## config.mk

```make
export PLATFORM = sky130hd
export DESIGN_NAME = encoder_and_button_gesture_decoder
export DESIGN_NICKNAME = d
export VERILOG_FILES = /design/src/rtl/ged_pkg.sv /design/src/rtl/ged_enc.sv /design/src/rtl/ged_btn.sv /design/src/rtl/encoder_and_button_gesture_decoder.sv
export SDC_FILE = /design/constraint.sdc
export NUM_CORES = 1
export LEC_CHECK = 0
export BUFFER_PORTS_ARGS = -buffer_cell sky130_fd_sc_hd__buf_2
export CAP_MARGIN = 10
export CELL_PAD_IN_SITES_DETAIL_PLACEMENT = 1
export CELL_PAD_IN_SITES_GLOBAL_PLACEMENT = 1
export CORE_MARGIN = 1.5
export CORE_UTILIZATION = 35
export CTS_CLUSTER_SIZE = 10
export DETAILED_ROUTE_END_ITERATION = 10
export HOLD_SLACK_MARGIN = 0.06
export PLACE_DENSITY_LB_ADDON = 0.12
export SLEW_MARGIN = 20
export SYNTH_ARGS = -nofsm -noshare
export SYNTH_HDL_FRONTEND = slang
export SYNTH_HIERARCHICAL = 1
export SYNTH_SLANG_ARGS = --single-unit
```

## constraint.sdc

```tcl
create_clock -name clk_i -period 15.1 [get_ports clk_i]
set_input_delay 0.755 -clock clk_i [delete_from_list [all_inputs] [get_ports clk_i]]
set_output_delay 0.755 -clock clk_i [all_outputs]
set_load 0.02 [all_outputs]
```

## src/rtl/ged_pkg.sv

```systemverilog
// ----------------------------------------------------------------------------
// ged_pkg
// Shared types and constants for the encoder and button gesture decoder.
// ----------------------------------------------------------------------------
`default_nettype none

package ged_pkg;

  // Event codes reported on event_res
  typedef enum logic [2:0] {
    EV_NONE   = 3'd0,
    EV_UP     = 3'd1,
    EV_DOWN   = 3'd2,
    EV_EXIT   = 3'd3,
    EV_BACK   = 3'd4,
    EV_DOUBLE = 3'd5,
    EV_SELECT = 3'd6
  } ev_e;

  // Configuration register indexes
  typedef enum logic [2:0] {
    CFG_DEBOUNCE   = 3'd0,
    CFG_FAST_TURN  = 3'd1,
    CFG_PITCH_FAST = 3'd2,
    CFG_LONG_PRESS = 3'd3,
    CFG_VLONG      = 3'd4,
    CFG_DBL_CLICK  = 3'd5,
    CFG_PITCH_EN   = 3'd6
  } cfg_idx_e;

  localparam int unsigned CfgIdxBits  = 3;
  localparam int unsigned CfgDataBits = 16;
  localparam int unsigned StepBits    = 10;  // scaled step, fits +/-64 * 5

  localparam logic [15:0] DebounceRst  = 16'd20;
  localparam logic [15:0] FastTurnRst  = 16'd50;
  localparam logic [15:0] PitchFastRst = 16'd30;
  localparam logic [15:0] LongRst      = 16'd3000;
  localparam logic [15:0] VlongRst     = 16'd5000;
  localparam logic [15:0] DblClickRst  = 16'd400;

  localparam logic [7:0] SpeedMax    = 8'd255;
  localparam logic [7:0] SpeedX5Thr  = 8'd5;
  localparam logic [7:0] SpeedX2Thr  = 8'd2;
  localparam logic [2:0] ClicksMax   = 3'd7;
  localparam logic [2:0] ClicksDbl   = 3'd2;

  typedef struct packed {
    logic [15:0] debounce_ms;
    logic [15:0] fast_turn_ms;
    logic [15:0] pitch_fast_ms;
    logic [15:0] long_press_ms;
    logic [15:0] very_long_press_ms;
    logic [15:0] double_click_ms;
    logic        pitch_enable;
  } cfg_t;

  // Rotation seen on the main encoder in this transaction
  typedef struct packed {
    logic vld;
    logic up;
  } rot_t;

  // Gesture produced by the button path in this transaction
  typedef struct packed {
    logic vld;
    ev_e  code;
  } btn_ev_t;

  // Fast-step counter: bumps (saturating) on a close step, clears otherwise
  function automatic logic [7:0] speed_next(input logic hit, input logic [7:0] cnt);
    logic [7:0] res;
    if (!hit) begin
      res = 8'd0;
    end else if (cnt == SpeedMax) begin
      res = SpeedMax;
    end else begin
      res = cnt + 8'd1;
    end
    return res;
  endfunction

endpackage

`default_nettype wire

```

## src/rtl/ged_enc.sv

```systemverilog
// ----------------------------------------------------------------------------
// ged_enc
// Main and pitch encoder step acceleration and saturating totals.
// ----------------------------------------------------------------------------
`default_nettype none

module ged_enc #(
  parameter int unsigned TIME_BITS  = 32,
  parameter int unsigned TOTAL_BITS = 16
) (
  input  wire logic                         clk_i,
  input  wire logic                         rst_ni,
  input  wire logic                         step_i,
  input  wire ged_pkg::cfg_t                cfg_i,
  input  wire logic [TIME_BITS-1:0]         now_i,
  input  wire logic signed [6:0]            delta_i,
  input  wire logic                         pclk_i,
  input  wire logic                         pdt_i,
  input  wire logic                         consume_i,
  output ged_pkg::rot_t                     rot_o,
  output logic signed [TOTAL_BITS-1:0]      main_total_o,
  output logic signed [TOTAL_BITS-1:0]      pitch_total_o
);
  import ged_pkg::*;

  localparam int unsigned SW = ((TOTAL_BITS > StepBits) ? TOTAL_BITS : StepBits) + 1;

  function automatic logic signed [TOTAL_BITS-1:0] sat_add(
    input logic signed [TOTAL_BITS-1:0] a,
    input logic signed [StepBits-1:0]   b
  );
    logic signed [SW-1:0] s;
    logic signed [SW-1:0] hi;
    logic signed [SW-1:0] lo;
    hi = {{(SW-TOTAL_BITS+1){1'b0}}, {(TOTAL_BITS-1){1'b1}}};
    lo = ~hi;
    s  = {{(SW-TOTAL_BITS){a[TOTAL_BITS-1]}}, a} + {{(SW-StepBits){b[StepBits-1]}}, b};
    if (s > hi) begin
      s = hi;
    end else if (s < lo) begin
      s = lo;
    end
    return s[TOTAL_BITS-1:0];
  endfunction

  logic [TIME_BITS-1:0]         last_turn_q, last_turn_d;
  logic [7:0]                   turn_cnt_q, turn_cnt_d;
  logic signed [TOTAL_BITS-1:0] main_sum_q, main_new;
  logic                         pclk_prev_q, pclk_prev_d;
  logic [TIME_BITS-1:0]         last_pstep_q, last_pstep_d;
  logic [7:0]                   pitch_cnt_q, pitch_cnt_d;
  logic signed [TOTAL_BITS-1:0] pitch_sum_q, pitch_new;

  logic [TIME_BITS-1:0]         turn_gap, pitch_gap;
  logic signed [StepBits-1:0]   d10, d_scaled, p_step;
  logic                         turn_hit, pitch_hit, p_move;

  // Main encoder
  always_comb begin
    d10        = {{(StepBits-7){delta_i[6]}}, delta_i};
    turn_gap   = now_i - last_turn_q;
    turn_hit   = turn_gap < TIME_BITS'(cfg_i.fast_turn_ms);
    turn_cnt_d = turn_cnt_q;
    last_turn_d = last_turn_q;
    d_scaled   = d10;
    main_new   = main_sum_q;
    if (delta_i != 7'sd0) begin
      turn_cnt_d  = speed_next(turn_hit, turn_cnt_q);
      last_turn_d = now_i;
      if (turn_cnt_d > SpeedX5Thr) begin
        d_scaled = (d10 <<< 2) + d10;
      end else if (turn_cnt_d > SpeedX2Thr) begin
        d_scaled = d10 <<< 1;
      end
      main_new = sat_add(main_sum_q, d_scaled);
    end
  end

  // Pitch encoder: a clock edge is one step, direction from the data line
  always_comb begin
    pitch_gap    = now_i - last_pstep_q;
    pitch_hit    = pitch_gap < TIME_BITS'(cfg_i.pitch_fast_ms);
    p_move       = cfg_i.pitch_enable && (pclk_i != pclk_prev_q);
    pclk_prev_d  = cfg_i.pitch_enable ? pclk_i : pclk_prev_q;
    pitch_cnt_d  = pitch_cnt_q;
    last_pstep_d = last_pstep_q;
    p_step       = (pdt_i != pclk_i) ? StepBits'(1) : -StepBits'(1);
    pitch_new    = pitch_sum_q;
    if (p_move) begin
      pitch_cnt_d  = speed_next(pitch_hit, pitch_cnt_q);
      last_pstep_d = now_i;
      if (pitch_cnt_d > SpeedX5Thr) begin
        p_step = p_step <<< 1;
      end
      pitch_new = sat_add(pitch_sum_q, p_step);
    end
  end

  always_ff @(posedge clk_i or negedge rst_ni) begin
    if (!rst_ni) begin
      last_turn_q  <= '0;
      turn_cnt_q   <= '0;
      main_sum_q   <= '0;
      pclk_prev_q  <= 1'b1;
      last_pstep_q <= '0;
      pitch_cnt_q  <= '0;
      pitch_sum_q  <= '0;
    end else if (step_i) begin
      last_turn_q  <= last_turn_d;
      turn_cnt_q   <= turn_cnt_d;
      main_sum_q   <= consume_i ? '0 : main_new;
      pclk_prev_q  <= pclk_prev_d;
      last_pstep_q <= last_pstep_d;
      pitch_cnt_q  <= pitch_cnt_d;
      pitch_sum_q  <= consume_i ? '0 : pitch_new;
    end
  end

  assign rot_o.vld     = delta_i != 7'sd0;
  assign rot_o.up      = !delta_i[6];
  assign main_total_o  = main_new;
  assign pitch_total_o = pitch_new;

endmodule

`default_nettype wire

```

## src/rtl/ged_btn.sv

```systemverilog
// ----------------------------------------------------------------------------
// ged_btn
// Button debounce and press classification: select, double click, back, exit.
// ----------------------------------------------------------------------------
`default_nettype none

module ged_btn #(
  parameter int unsigned TIME_BITS = 32
) (
  input  wire logic                 clk_i,
  input  wire logic                 rst_ni,
  input  wire logic                 step_i,
  input  wire ged_pkg::cfg_t        cfg_i,
  input  wire logic [TIME_BITS-1:0] now_i,
  input  wire logic                 btn_i,
  output ged_pkg::btn_ev_t          ev_o
);
  import ged_pkg::*;

  logic                 raw_prev_q;
  logic [TIME_BITS-1:0] lct_q, lct_d;
  logic                 held_q, held_d;
  logic [TIME_BITS-1:0] press_q, press_d;
  logic                 await_q, await_d;
  logic [TIME_BITS-1:0] win_q, win_d;
  logic [2:0]           clicks_q, clicks_d;

  logic [TIME_BITS-1:0] stable_for, dur, win_age;
  logic                 settled;

  always_comb begin
    lct_d      = (btn_i != raw_prev_q) ? now_i : lct_q;
    stable_for = now_i - lct_d;
    settled    = stable_for > TIME_BITS'(cfg_i.debounce_ms);
    dur        = now_i - press_q;
    held_d     = held_q;
    press_d    = press_q;
    await_d    = await_q;
    win_d      = win_q;
    clicks_d   = clicks_q;
    ev_o.vld   = 1'b0;
    ev_o.code  = EV_NONE;

    if (settled) begin
      if (btn_i && !held_q) begin
        held_d  = 1'b1;
        press_d = now_i;
      end else if (!btn_i && held_q) begin
        held_d = 1'b0;
        if (dur > TIME_BITS'(cfg_i.very_long_press_ms)) begin
          ev_o.vld  = 1'b1;
          ev_o.code = EV_EXIT;
        end else if (dur > TIME_BITS'(cfg_i.long_press_ms)) begin
          ev_o.vld  = 1'b1;
          ev_o.code = EV_BACK;
        end else if (await_q) begin
          clicks_d = (clicks_q == ClicksMax) ? ClicksMax : clicks_q + 3'd1;
        end else begin
          await_d  = 1'b1;
          win_d    = now_i;
          clicks_d = 3'd1;
        end
      end
    end

    // window timeout wins over a release in the same transaction
    win_age = now_i - win_d;
    if (await_d && (win_age > TIME_BITS'(cfg_i.double_click_ms))) begin
      await_d   = 1'b0;
      ev_o.vld  = 1'b1;
      ev_o.code = (clicks_d == ClicksDbl) ? EV_DOUBLE : EV_SELECT;
    end
  end

  always_ff @(posedge clk_i or negedge rst_ni) begin
    if (!rst_ni) begin
      raw_prev_q <= 1'b0;
      lct_q      <= '0;
      held_q     <= 1'b0;
      press_q    <= '0;
      await_q    <= 1'b0;
      win_q      <= '0;
      clicks_q   <= '0;
    end else if (step_i) begin
      raw_prev_q <= btn_i;
      lct_q      <= lct_d;
      held_q     <= held_d;
      press_q    <= press_d;
      await_q    <= await_d;
      win_q      <= win_d;
      clicks_q   <= clicks_d;
    end
  end

endmodule

`default_nettype wire

```

## src/rtl/encoder_and_button_gesture_decoder.sv

```systemverilog
// ----------------------------------------------------------------------------
// encoder_and_button_gesture_decoder
// Encoder acceleration, saturating totals and button gesture decoding.
// ----------------------------------------------------------------------------
// Usage:
//   Input channel (in_valid_i/in_ready_o) carries one update tick per
//   transaction: time, main encoder delta, pitch lines, button, consume.
//   Output channel (out_valid_o/out_ready_i) returns one result per tick:
//   pending event and both totals, reported before consume clears them.
//   The tick is captured in the input register at acceptance, decoded in
//   one pass against the state registers, and the result is registered in
//   the output register, which drives out_valid_o, once the output is free.
//   Throughput is one transaction per cycle while the receiver does not
//   stall; the state update is combinational compare/add logic, so
//   consecutive ticks follow without gaps.
//   When the receiver stalls, the output register holds its result and the
//   input register still takes one more tick; after that in_ready_o drops.
//   Reset sets the config and valid registers to defaults and clears all
//   decoder state. Config writes (cfg_we_i) take effect at once; the user
//   must make them while no transaction is in flight; the block never checks.
// ----------------------------------------------------------------------------
`default_nettype none

module encoder_and_button_gesture_decoder #(
  parameter int unsigned TIME_BITS  = 32,
  parameter int unsigned TOTAL_BITS = 16
) (
  input  wire logic                                 clk_i,
  input  wire logic                                 rst_ni,
  input  wire logic                                 cfg_we_i,
  input  wire logic [ged_pkg::CfgIdxBits-1:0]       cfg_idx_i,
  input  wire logic [ged_pkg::CfgDataBits-1:0]      cfg_data_i,
  input  wire logic                                 in_valid_i,
  output logic                                      in_ready_o,
  input  wire logic [TIME_BITS-1:0]                 now_ms_i,
  input  wire logic signed [6:0]                    main_delta_i,
  input  wire logic                                 pitch_clk_i,
  input  wire logic                                 pitch_dt_i,
  input  wire logic                                 button_level_i,
  input  wire logic                                 consume_i,
  output logic                                      out_valid_o,
  input  wire logic                                 out_ready_i,
  output logic [2:0]                                event_res_o,
  output logic signed [TOTAL_BITS-1:0]              encoder_total_o,
  output logic signed [TOTAL_BITS-1:0]              pitch_total_o
);
  import ged_pkg::*;

  cfg_t cfg_q;

  // input register
  logic                 s1_vld_q;
  logic [TIME_BITS-1:0] s1_now_q;
  logic signed [6:0]    s1_delta_q;
  logic                 s1_pclk_q, s1_pdt_q, s1_btn_q, s1_consume_q;

  // output register
  logic                         out_vld_q;
  ev_e                          ev_res_q;
  logic signed [TOTAL_BITS-1:0] enc_tot_q, pitch_tot_q;

  logic                         advance;
  rot_t                         rot;
  btn_ev_t                      btn_ev;
  logic signed [TOTAL_BITS-1:0] main_total, pitch_total;
  ev_e                          pending_q, pending_d;

  assign advance    = s1_vld_q && (!out_vld_q || out_ready_i);
  assign in_ready_o = !s1_vld_q || advance;

  always_ff @(posedge clk_i or negedge rst_ni) begin
    if (!rst_ni) begin
      cfg_q.debounce_ms        <= DebounceRst;
      cfg_q.fast_turn_ms       <= FastTurnRst;
      cfg_q.pitch_fast_ms      <= PitchFastRst;
      cfg_q.long_press_ms      <= LongRst;
      cfg_q.very_long_press_ms <= VlongRst;
      cfg_q.double_click_ms    <= DblClickRst;
      cfg_q.pitch_enable       <= 1'b1;
    end else if (cfg_we_i) begin
      unique case (cfg_idx_e'(cfg_idx_i))
        CFG_DEBOUNCE:   cfg_q.debounce_ms        <= cfg_data_i;
        CFG_FAST_TURN:  cfg_q.fast_turn_ms       <= cfg_data_i;
        CFG_PITCH_FAST: cfg_q.pitch_fast_ms      <= cfg_data_i;
        CFG_LONG_PRESS: cfg_q.long_press_ms      <= cfg_data_i;
        CFG_VLONG:      cfg_q.very_long_press_ms <= cfg_data_i;
        CFG_DBL_CLICK:  cfg_q.double_click_ms    <= cfg_data_i;
        CFG_PITCH_EN:   cfg_q.pitch_enable       <= cfg_data_i[0];
        default: ;
      endcase
    end
  end

  always_ff @(posedge clk_i or negedge rst_ni) begin
    if (!rst_ni) begin
      s1_vld_q <= 1'b0;
    end else if (in_ready_o) begin
      s1_vld_q <= in_valid_i;
    end
  end

  always_ff @(posedge clk_i) begin
    if (in_valid_i && in_ready_o) begin
      s1_now_q     <= now_ms_i;
      s1_delta_q   <= main_delta_i;
      s1_pclk_q    <= pitch_clk_i;
      s1_pdt_q     <= pitch_dt_i;
      s1_btn_q     <= button_level_i;
      s1_consume_q <= consume_i;
    end
  end

  ged_enc #(
    .TIME_BITS  (TIME_BITS),
    .TOTAL_BITS (TOTAL_BITS)
  ) u_enc (
    .clk_i         (clk_i),
    .rst_ni        (rst_ni),
    .step_i        (advance),
    .cfg_i         (cfg_q),
    .now_i         (s1_now_q),
    .delta_i       (s1_delta_q),
    .pclk_i        (s1_pclk_q),
    .pdt_i         (s1_pdt_q),
    .consume_i     (s1_consume_q),
    .rot_o         (rot),
    .main_total_o  (main_total),
    .pitch_total_o (pitch_total)
  );

  ged_btn #(
    .TIME_BITS (TIME_BITS)
  ) u_btn (
    .clk_i  (clk_i),
    .rst_ni (rst_ni),
    .step_i (advance),
    .cfg_i  (cfg_q),
    .now_i  (s1_now_q),
    .btn_i  (s1_btn_q),
    .ev_o   (btn_ev)
  );

  // rotation first, button gestures overwrite it
  always_comb begin
    pending_d = pending_q;
    if (btn_ev.vld) begin
      pending_d = btn_ev.code;
    end else if (rot.vld) begin
      pending_d = rot.up ? EV_UP : EV_DOWN;
    end
  end

  always_ff @(posedge clk_i or negedge rst_ni) begin
    if (!rst_ni) begin
      pending_q <= EV_NONE;
      out_vld_q <= 1'b0;
    end else begin
      if (advance) begin
        pending_q <= s1_consume_q ? EV_NONE : pending_d;
        out_vld_q <= 1'b1;
      end else if (out_ready_i) begin
        out_vld_q <= 1'b0;
      end
    end
  end

  always_ff @(posedge clk_i) begin
    if (advance) begin
      ev_res_q    <= pending_d;
      enc_tot_q   <= main_total;
      pitch_tot_q <= pitch_total;
    end
  end

  assign out_valid_o     = out_vld_q;
  assign event_res_o     = ev_res_q;
  assign encoder_total_o = enc_tot_q;
  assign pitch_total_o   = pitch_tot_q;

  a_stall_cause: assert property (@(posedge clk_i) disable iff (!rst_ni)
    !in_ready_o |-> (s1_vld_q && out_vld_q && !out_ready_i))
    else $error("input stalled without a blocked result");

  a_result_follows: assert property (@(posedge clk_i) disable iff (!rst_ni)
    advance |=> out_vld_q)
    else $error("processed transaction produced no result");

  a_consume_clears: assert property (@(posedge clk_i) disable iff (!rst_ni)
    (advance && s1_consume_q) |=> (pending_q == EV_NONE))
    else $error("consume did not clear the pending event");

  a_rotation_event: assert property (@(posedge clk_i) disable iff (!rst_ni)
    (advance && rot.vld && !btn_ev.vld) |=>
      (ev_res_q == ($past(rot.up) ? EV_UP : EV_DOWN)))
    else $error("rotation event not reported");

endmodule

`default_nettype wire
```

==> run summary <==
post-cts repair resize count -> 0
Synth area leader -> dfrtp_1
highest clock rate -> 73.7 MHz
stages on the worst setup path -> 45
fin crit share -> 89.9%
vias per cell -> 5.67
area of the multi-input gates -> 0.0189 sq mm
buffer count from post-CTS setup fixing -> 0
die height -> 299 um
Ports -> 104
Worst Skew -> 0.0422 ns
CP startpoint kind -> flip-flop
fillcell total -> 9,970
Final setup viols -> 0
commonest register cell after synthesis -> dfrtp_1
simple-gate share of the synthesized area -> 15.1%
global-route wire length before repair -> 167,000 um
crit path DAT -> 14.08 ns
post-synth top area share -> 23.7%
HP Class -> in -> async
Mapped Area -> 0.0307 sq mm
WL/cell -> 23.3 um
Compound-Gate Fraction of Synth Area -> 19.9%
maximum VDD drop -> 98.3 uV
number of global-route vias before repair -> 27,600
FF/Latch Area -> 0.0103 sq mm
Slowest cell on crit path -> nor4_1
Overflow after GRT -> 0
crit path kind -> reg -> reg
Distinct cells, synth -> 105
Synth async-reset ratio -> 80.3%
FF-to-FF End -> pending_q[1]
drt first pass iters -> 5
routability cong. -> 0.872
Top delay family on crit path -> simple AND/OR/NAND/NOR gates
drt drc -> 0
Rows -> 108
Post-Synthesis Cells -> 3,340
Overall Global Routing Usage -> 23.9%
crit path capture type -> flip-flop
net count after synthesis -> 3,709
CTS tree -> done
worst-path maximum fanout -> 32
initial antenna violation count -> 8
port buffer count -> 103
Adder-Cell Fraction of Synth Area -> 12.7%
FF-to-FF path depth -> 45
P&R area growth vs syn -> 11.4%
most frequent CP cell -> nand4_1
Avg Inst Size Synth -> 9.20 sq um
Post-Synth XOR/XNOR Area -> 3.73%
clock slew at reported path FFs -> 0.05 ns
vias -> 26,200
largest net degree at the start of global routing -> 85
synth warn -> 6
number of synthesized register bits -> 395
max incr delay on CP -> 0.92 ns
WL final -> 108,000 um
Max-Cap Viols -> 0
clock buffer count from CTS -> 52
share of cells above drive strength 1 -> 13.7%
largest family of logic cells by synthesized area -> compound AO/OA/AOI/OAI gates
Root Buffer -> clkbuf_16
Die W -> 299 um
min Tclk post-route -> 13.57 ns
CTS Buffer Depth -> 3
outcome -> completed
Nets -> 3,791
clk_lat worst skew -> 0.63 ns
Hold Violations, Final -> 0
most frequent cells in the layout -> 294 x ha_1, 291 x dfrtp_1, 287 x nand2_1, 260 x inv_1, 229 x a21oi_1
Routed Antenna Nets -> 0
Final Max Tran Viols -> 0
top cells by area, synth -> dfrtp_1 24%, ha_1 12%, edfxtp_1 7.6%, mux2_2 6.4%, a21oi_1 3.7%
hold_buf cts -> 0
initial core utilization -> 35.4%
die area -> 0.0896 sq mm
buffers and inverters on the worst path -> 3
Core Region -> 0.0869 sq mm
WP data required -> 15.61 ns
number of flops mapped to enable cells by yosys -> 78
reg-to-reg slack, setup -> 1.53 ns
unrepaired setup endpoints after global routing -> no
Rel. slew slack -> 28.6%
Detail Placement HPWL -> 80,600 um
final hold slack -> 0.131 ns
# clock sinks -> 395
R2R Path Start -> s1_btn_q
Slew @ Worst Pin -> 1.06 ns
Pwr Density -> 188 mW/mm^2
First DRT Iteration DRCs -> 1,205
mux share of post-synthesis cell area -> 9.90%
post-synthesis sequential area ratio -> 33.5%
LEAKAGE -> 15.0 nW
setup TNS -> 0 ns
leading cell type in the layout, fill and taps excluded -> ha_1
H-tree levels -> 2
[registers in the layout, summed over array words and instances, names as in the netlist, 3 cells and up]
register and cells:
cfg_q 97, s1_now_q 32, u_btn/lct_q 32, u_btn/press_q 32
u_btn/win_q 32, u_enc/last_pstep_q 32, u_enc/last_turn_q 32, encoder_total_o 16
pitch_total_o 16, u_enc/main_sum_q 16, u_enc/pitch_sum_q 16, u_enc/pitch_cnt_q 8
u_enc/turn_cnt_q 8, s1_delta_q 7, event_res_o 3, pending_q 3
u_btn/clicks_q 3
[synthesized netlist by cell type (all sizes together) (35+ instances only)]
library cell / instances
ha: 294
o21ai: 231
o211ai: 44
a21oi: 230
clkbuf: 93
o21a: 55
mux2: 205
xor2: 49
mux2i: 73
edfxtp: 78
inv: 261
nand3: 73
nor2b: 45
a21o: 84
nand4: 58
dfrtp: 291
and3: 35
xnor2: 82
nor3: 59
nand2: 288
nor2: 167
[routing by layer]
metal | up-vias | part of all wire [%] | GRT usage [%]
li1 | 12400 | - | -
met1 | 13200 | 45 | 31.0
met2 | 376 | 50 | 41.9
met3 | 136 | 2.8 | 2.52
met4 | 0 | 2.7 | 6.60
met5 | - | 0 | 0
[cells by family after synthesis]
group / after synthesis
compound gates: 940
xor+xnor: 131
fa+ha+maj: 310
buf+inv: 385
flops: 395
mux: 278
simple gates: 901
[worst max path at each step]
stage                         from              to  slack (ns)
final                     s1_btn_q    pending_q[1]        1.53
after global routing      s1_btn_q    pending_q[1]        0.40
after CTS                 s1_btn_q    pending_q[1]        1.43
after detailed placement  s1_btn_q    pending_q[1]        1.49
after global placement    s1_btn_q  event_res_o[0]        2.05
after floorplan           s1_btn_q  event_res_o[0]        4.35
[metrics by stage]
stage / instance area (sq um) / instances / utilization (%) / setup WS, ns / power [mW]
detailed placement: 32500 / 4523 / 37.4 / 1.49 / 5.13
global placement: 32500 / 4523 / 37.4 / 2.05 / 5.03
floorplan: 30700 / 3340 / - / 4.35 / 4.12
CTS: 34200 / 4620 / 39.4 / 1.43 / 6.48
global route: 34200 / 4621 / 39.4 / 0.398 / 6.94
finish: 34200 / 4621 / 39.4 / 1.53 / 6.42
[where the power goes]
group | leakage, nW | internal [mW] | switching, mW
logic | 9.55 | 1.42 | 2.16
registers | 4.66 | 1.41 | 0.156
clock network | 0.829 | 0.767 | 0.512
[cell type report]
cell class	count	area share [%]
repair buffers	149	2.54
flip-flops and latches	395	30.1
inverters	264	2.89
well taps	1155	4.22
diodes	1	0.00731
clock buffers	82	4.40
clock inverters	15	0.625
multi-input cells	2560	55.2
(Power assumes the default switching activity.)
